==> src/design/fct_pkg.sv <==
// ----------------------------------------------------------------------------
// fct_pkg
// Formats, configuration layout and compare helper for the frustum cull test.
// ----------------------------------------------------------------------------
`timescale 1ns / 1ps

package fct_pkg;

  localparam int COORD_W    = 20;
  localparam int AXIS_W     = 16;
  localparam int FACT_W     = 16;
  localparam int COORD_FRAC = 8;
  localparam int AXIS_FRAC  = 14;
  localparam int FACT_FRAC  = 12;

  localparam int DIFF_W = COORD_W + 1;
  localparam int PROD_W = DIFF_W + AXIS_W;
  localparam int DOT_W  = PROD_W + 2;
  localparam int RAD_W  = COORD_W - 1;
  localparam int RADF_W = RAD_W + FACT_W;
  localparam int BY_W   = DOT_W + FACT_W + 1;
  localparam int BX_W   = BY_W + FACT_W + 1;
  localparam int CZ_W   = DOT_W + 2;
  localparam int CMP_W  = BX_W + 2;

  localparam int CFG_IDX_W  = 3;
  localparam int CFG_DATA_A = (3 * COORD_W > 3 * AXIS_W) ? 3 * COORD_W : 3 * AXIS_W;
  localparam int CFG_DATA_W = (CFG_DATA_A > 2 * FACT_W) ? CFG_DATA_A : 2 * FACT_W;

  localparam int PIPE_DEPTH = 6;
  localparam int CNT_W      = $clog2(PIPE_DEPTH + 1);

  typedef logic signed [COORD_W-1:0] coord_t;
  typedef logic signed [AXIS_W-1:0]  axis_t;
  typedef logic        [FACT_W-1:0]  fact_t;
  typedef axis_t       [2:0]         vec_t;

  typedef enum logic [CFG_IDX_W-1:0] {
    CFG_CAMERA      = 3'd0,
    CFG_AXIS_X      = 3'd1,
    CFG_AXIS_Y      = 3'd2,
    CFG_AXIS_Z      = 3'd3,
    CFG_NEAR_FAR    = 3'd4,
    CFG_TAN_RATIO   = 3'd5,
    CFG_SPHERE_FACT = 3'd6
  } cfg_idx_e;

  typedef enum logic [1:0] {
    V_OUTSIDE   = 2'd0,
    V_INSIDE    = 2'd1,
    V_INTERSECT = 2'd2
  } verdict_e;

  typedef struct packed {
    coord_t [2:0] cam;
    vec_t   [2:0] axis;
    coord_t       near_d;
    coord_t       far_d;
    fact_t        tn;
    fact_t        ra;
    fact_t        fy;
    fact_t        fx;
  } cfg_t;

  typedef struct packed {
    logic signed [DOT_W-1:0] az;
    logic signed [DOT_W-1:0] ay;
    logic signed [DOT_W-1:0] ax;
    logic [RAD_W-1:0]        rad;
    logic [RADF_W-1:0]       radf_y;
    logic [RADF_W-1:0]       radf_x;
  } proj_t;

  localparam axis_t  AX_ONE   = axis_t'(1 << AXIS_FRAC);
  localparam axis_t  AX_ZERO  = axis_t'(0);
  localparam fact_t  FACT_ONE = fact_t'(1 << FACT_FRAC);

  localparam cfg_t CFG_RESET = '{
    cam:    '0,
    axis:   {{AX_ONE, AX_ZERO, AX_ZERO},
             {AX_ZERO, AX_ONE, AX_ZERO},
             {AX_ZERO, AX_ZERO, AX_ONE}},
    near_d: coord_t'(1 << COORD_FRAC),
    far_d:  coord_t'(1000 << COORD_FRAC),
    tn:     FACT_ONE,
    ra:     FACT_ONE,
    fy:     FACT_ONE,
    fx:     FACT_ONE
  };

  // Classify v against +/- bnd widened and narrowed by d
  function automatic verdict_e side_test(input logic signed [CMP_W-1:0] v,
                                         input logic signed [CMP_W-1:0] bnd,
                                         input logic signed [CMP_W-1:0] d,
                                         input verdict_e res);
    logic signed [CMP_W-1:0] hi_out;
    logic signed [CMP_W-1:0] lo_out;
    logic signed [CMP_W-1:0] hi_in;
    logic signed [CMP_W-1:0] lo_in;
    verdict_e r;
    hi_out = bnd + d;
    lo_out = -bnd - d;
    hi_in  = bnd - d;
    lo_in  = -bnd + d;
    if (res == V_OUTSIDE) begin
      r = V_OUTSIDE;
    end else if ((hi_out < v) || (v < lo_out)) begin
      r = V_OUTSIDE;
    end else if ((hi_in < v) || (v < lo_in)) begin
      r = V_INTERSECT;
    end else begin
      r = res;
    end
    return r;
  endfunction

endpackage

==> src/design/fct_cfg.sv <==
// ----------------------------------------------------------------------------
// fct_cfg
// Configuration register file; decodes each write into its fields.
// ----------------------------------------------------------------------------
`timescale 1ns / 1ps

module fct_cfg (
  input  logic                          clk_i,
  input  logic                          rst_ni,
  input  logic                          cfg_we_i,
  input  logic [fct_pkg::CFG_IDX_W-1:0] cfg_index_i,
  input  logic [fct_pkg::CFG_DATA_W-1:0] cfg_data_i,
  output fct_pkg::cfg_t                 cfg_o
);
  import fct_pkg::*;

  cfg_t cfg_q;
  cfg_t cfg_d;

  always_comb begin
    cfg_d = cfg_q;
    case (cfg_index_i)
      CFG_CAMERA: begin
        for (int i = 0; i < 3; i++) begin
          cfg_d.cam[i] = cfg_data_i[i*COORD_W +: COORD_W];
        end
      end
      CFG_AXIS_X: begin
        for (int i = 0; i < 3; i++) begin
          cfg_d.axis[0][i] = cfg_data_i[i*AXIS_W +: AXIS_W];
        end
      end
      CFG_AXIS_Y: begin
        for (int i = 0; i < 3; i++) begin
          cfg_d.axis[1][i] = cfg_data_i[i*AXIS_W +: AXIS_W];
        end
      end
      CFG_AXIS_Z: begin
        for (int i = 0; i < 3; i++) begin
          cfg_d.axis[2][i] = cfg_data_i[i*AXIS_W +: AXIS_W];
        end
      end
      CFG_NEAR_FAR: begin
        cfg_d.near_d = cfg_data_i[COORD_W-1:0];
        cfg_d.far_d  = cfg_data_i[2*COORD_W-1:COORD_W];
      end
      CFG_TAN_RATIO: begin
        cfg_d.tn = cfg_data_i[FACT_W-1:0];
        cfg_d.ra = cfg_data_i[2*FACT_W-1:FACT_W];
      end
      CFG_SPHERE_FACT: begin
        cfg_d.fy = cfg_data_i[FACT_W-1:0];
        cfg_d.fx = cfg_data_i[2*FACT_W-1:FACT_W];
      end
      default: begin
        cfg_d = cfg_q;
      end
    endcase
  end

  always_ff @(posedge clk_i or negedge rst_ni) begin
    if (!rst_ni) begin
      cfg_q <= CFG_RESET;
    end else if (cfg_we_i) begin
      cfg_q <= cfg_d;
    end
  end

  assign cfg_o = cfg_q;

endmodule

==> config.mk <==
export PLATFORM = sky130hd
export DESIGN_NAME = fct_cfg
export DESIGN_NICKNAME = d
export VERILOG_FILES = /design/src/design/fct_pkg.sv /design/src/design/fct_cfg.sv
export SDC_FILE = /design/constraint.sdc
export NUM_CORES = 1
export LEC_CHECK = 0
export BUFFER_PORTS_ARGS = -buffer_cell sky130_fd_sc_hd__buf_2
export CAP_MARGIN = 0
export CORE_UTILIZATION = 54
export CTS_CLUSTER_SIZE = 30
export DETAILED_ROUTE_END_ITERATION = 16
export PLACE_DENSITY = 0.85
export SETUP_SLACK_MARGIN = 0.05
export SLEW_MARGIN = 20
export SYNTH_ARGS = -nofsm -noshare
export SYNTH_HDL_FRONTEND = slang
export SYNTH_SLANG_ARGS = --single-unit
==> constraint.sdc <==
create_clock -name clk_i -period 1.6 [get_ports clk_i]
set_input_delay 0.08 -clock clk_i [delete_from_list [all_inputs] [get_ports clk_i]]
set_output_delay 0.08 -clock clk_i [all_outputs]
set_load 0.005 [all_outputs]
Word-level counts from Yosys, hierarchy flattened
Cells that the tools add are included.

storage, ports and cells
  register bits after elaboration = 308

cells by class
  equality and inequality tests = 6
  reduce and logical (&&, ||, !) cells = 8

operators by type and width
  kind                                                                    number
  2-bit AND reduction                                                     7
  3-bit equality test (second input constant)                             3
  3-bit by 2-bit equality test with 1-bit output (second input constant)  2
  3-bit by 1-bit equality test with 1-bit output (second input constant)  1
  3-bit logical NOT                                                       1

Depth between registers and ports, before layout
  depth in word-level cells = 2
  depth in mapped cells = 5

Worst setup path before layout
No wires, ideal clock.

  kind = input to register
  start = in cfg_index_i[0] (netlist name)
  end = reg cfg_q, in the netlist cfg_o[248]
  library setup time = 0.127 ns
  data arrival time = 1.222 ns
  required time = 1.473 ns
  slack = 0.250 ns
  stages on the path = 4
  cell sequence = buf_2 nor4b_4 buf_6 mux2_1

between the ends
  word-level cells in the longest chain between the ends = 2

RTL lines
  what                           line           RTL
  from (decl)                    fct_cfg.sv:11  input logic [fct_pkg::CFG_IDX_W-1:0] cfg_index_i,
  3-bit logical NOT              fct_cfg.sv:22  case (cfg_index_i)
  2-bit AND reduction (no line)  --
  to (signal assigned)           fct_cfg.sv:65  cfg_q <= cfg_d;
  to (decl)                      fct_cfg.sv:17  cfg_t cfg_q;

Every way passes these cells.
A chain may end at the register's enable or synchronous reset.

Worst setup path after layout
  start = reg cfg_q, in the netlist cfg_o[12]
  end = out cfg_o[12] (netlist name)

RTL lines
  what       line           RTL
  to (decl)  fct_cfg.sv:13  output fct_pkg::cfg_t cfg_o

No word-level cell between the ends.

==> impl_metrics.json <==
{
  "outcome": "finished, final reports clean",
  "ant_nets": 0,
  "routabilityCongestion": 0.8466,
  "syn_avg_cell_area_um2": 17.51,
  "r2r_slack_ns": 0.78,
  "power_density_mw_per_mm2": 1410,
  "drv_slew": 0,
  "cts_tree": "done",
  "clk_pin_slew_ns": 0.06,
  "area_growth_pct": 33.97,
  "fmax_mhz": 786.5,
  "r2r-start": "cfg_o[304]",
  "grt_pass1_vias": 8046,
  "synthesis.nets": 723,
  "clkLatencyLatePin_ns": 0.53,
  "p_sw_mw": 5.737,
  "grt_start_max_net_pins": 67,
  "synth_most_common_cell": "dfrtp_1",
  "cts_root_buf": "clkbuf_16",
  "swShare_pct": 26.40,
  "core_area_mm2": 0.02096,
  "clock-sinks": 308,
  "firstDrtPassIters": 8,
  "postSynthCellCount": 657,
  "yosysWarnings": 0,
  "overflow": 0,
  "drt_iter0_markers": 231,
  "largest_reg_flops": 308,
  "die_x_um": 148.0,
  "start_kind": "flip-flop",
  "finalHoldViolCount": 0,
  "synth_edf_count": 0,
  "wl_per_cell_um": 20.89,
  "hold_class": "primary input to asynchronous set/reset pin",
  "path_cells": "buf_2",
  "drv_cap": 0,
  "ir_drop_mv": 1.015,
  "p_int_mw": 15.99,
  "htreeDepth": 1,
  "synth_area_mm2": 0.01150,
  "fin_area_mm2": 0.01541,
  "power_frac_comb_pct": 20.6,
  "r2r-end": "cfg_o[304]",
  "async_flop_share_pct": 100.0,
  "antenna_found_initial": 1,
  "initial_core_util_pct": 54.90,
  "io_buffers": 373,
  "cp_top_family": "flip-flops",
  "critPathKind": "flip-flop to output port",
  "grt_first_pass_wirelength_mm": 45.57,
  "synth_common_cells": "dfrtp_1, mux2_2, mux2_1",
  "dieArea_mm2": 0.02189,
  "place_area_mm2": 0.01383,
  "fin_crit_sh_pct": 79.47,
  "p_leak_nw": 7.406,
  "rows": 53,
  "ys_ff_latch": 308,
  "cp-end-kind": "output port",
  "die_y_um": 148.0,
  "cts_buffers": 30,
  "drive_gt1_share_pct": 62.37,
  "cp.arrival_ns": 1.19,
  "wl_mm": 29.42,
  "synth_flop_cell": "dfrtp_1",
  "yosysUniqueCellTypes": 10,
  "path_buf_inv": 1,
  "critPathMaxFanout": 2,
  "rr_worst_depth": 1,
  "grt.total_usage_pct": 27.02,
  "skew_ns": 0,
  "worstMarginPinSlew_ns": 0.3910,
  "fin_crit_ns": 1.272,
  "cp.required_ns": 1.52,
  "synth_top_area_share_pct": 63.95,
  "crit_slowest_cell": "dfstp_2",
  "yosysSeqAreaShare_pct": 67.15,
  "tns_ns": 0,
  "seq_power_share_pct": 48.0,
  "vias": 7464,
  "ios": 374,
  "remaining_drc_errors": 0,
  "synth_largest_area_cell": "dfrtp_1",
  "dp_hpwl_mm": 19.22,
  "ys_top_cells_by_area": "dfrtp_1, mux2_2, mux2_1",
  "clock_path_buffers": 3,
  "setup_viol": 0,
  "max_stage_delay_ns": 0.53,
  "viasPerCell": 5.301,
  "post_cts_buffers": 0,
  "nNetsFinal": 1174,
  "pwr-share-clk_pct": 31.4,
  "rsz0062_at_grt": "false",
  "relSlewSlack_pct": 73.83
}
-- worst max-delay path by stage --
stage / from / end / slack (ns) / cells after the start
after CTS: cfg_o[12] / cfg_o[12] / 0.30 / 1
after global routing: cfg_o[80] / cfg_o[80] / 0.28 / 1
after floorplan: cfg_index_i[0] / cfg_o[248] / 0.25 / 4
after global placement: cfg_index_i[0] / cfg_o[259] / 0.20 / 4
after detailed placement: cfg_index_i[0] / cfg_o[264] / 0.16 / 4
final: cfg_o[12] / cfg_o[12] / 0.33 / 1
-- kinds of logic after synthesis --
| kind of cell | share of synthesized area, % |
|---|---|
| muxes | 30.15 |
| buffers and inverters | 1.936 |
| DFF | 67.15 |
| and+or+nand+nor | 0.7614 |
-- stage by stage --
| stage | cells | setup slack, ns | util, % | power, mW | hold slack (ns) |
|---|---|---|---|---|---|
| finish | 1408 | 0.3285 | 73.54 | 21.73 | 0.01944 |
| global route | 1408 | 0.2791 | 73.54 | 22.67 | 0.03427 |
| CTS | 1407 | 0.3044 | 73.53 | 21.85 | 0.02191 |
| detailed placement | 1290 | 0.1631 | 66.01 | 14.89 | -0.004951 |
| global placement | 1290 | 0.1975 | 66.01 | 14.63 | -0.0007326 |
| floorplan | 657 | 0.2505 | - | 12.19 | -0.2156 |
-- power by group through the flow --
stage | Clock, mW | Combinational [mW] | Sequential, mW
finish | 6.82 | 4.49 | 10.4
global route | 7.25 | 4.81 | 10.6
CTS | 6.93 | 4.52 | 10.4
detailed placement | 0 | 4.37 | 10.5
global placement | 0 | 4.22 | 10.4
floorplan | 0 | 1.55 | 10.6
-- cell usage in the layout, fill, tap and decap left out, types with 3 or more instances in the layout --
master / instances
clkbuf_8: 4
mux2_1: 63
buf_4: 4
clkinv_2: 11
nand4b_1: 3
clkinvlp_4: 3
buf_2: 372
dfstp_2: 14
and4bb_2: 3
clkbuf_16: 31
mux2_2: 245
dlygate4sd3_1: 61
clkbuf_1: 5
dfrtp_1: 294
buf_12: 15
-- cell type report --
| cell class | instances | area, µm² |
|---|---|---|
| antenna | 1 | 2.502 |
| clock buffer | 40 | 849.6 |
| clock inverter | 16 | 116.4 |
| fill | 1314 | 5544 |
| multi-input combinational | 315 | 3556 |
| sequential | 308 | 7725 |
| tap | 275 | 344.1 |
| timing repair buffer | 453 | 2818 |
-- layer usage --
| layer | GRT usage [%] | share of wire (%) | vias up |
|---|---|---|---|
| met5 | 0 | 0 | - |
| met2 | 47.62 | 53 | 274 |
| met4 | 12.84 | 4.3 | 0 |
| li1 | - | - | 3273 |
| met3 | 5.123 | 5.3 | 79 |
| met1 | 31.91 | 38 | 3838 |
-- timing repair --
item                                   CTS  global route
endpoints found under the hold margin  604             0
gates resized for setup                  0             0
hold buffers                            61             0
Power figures use the tool's default switching activity.
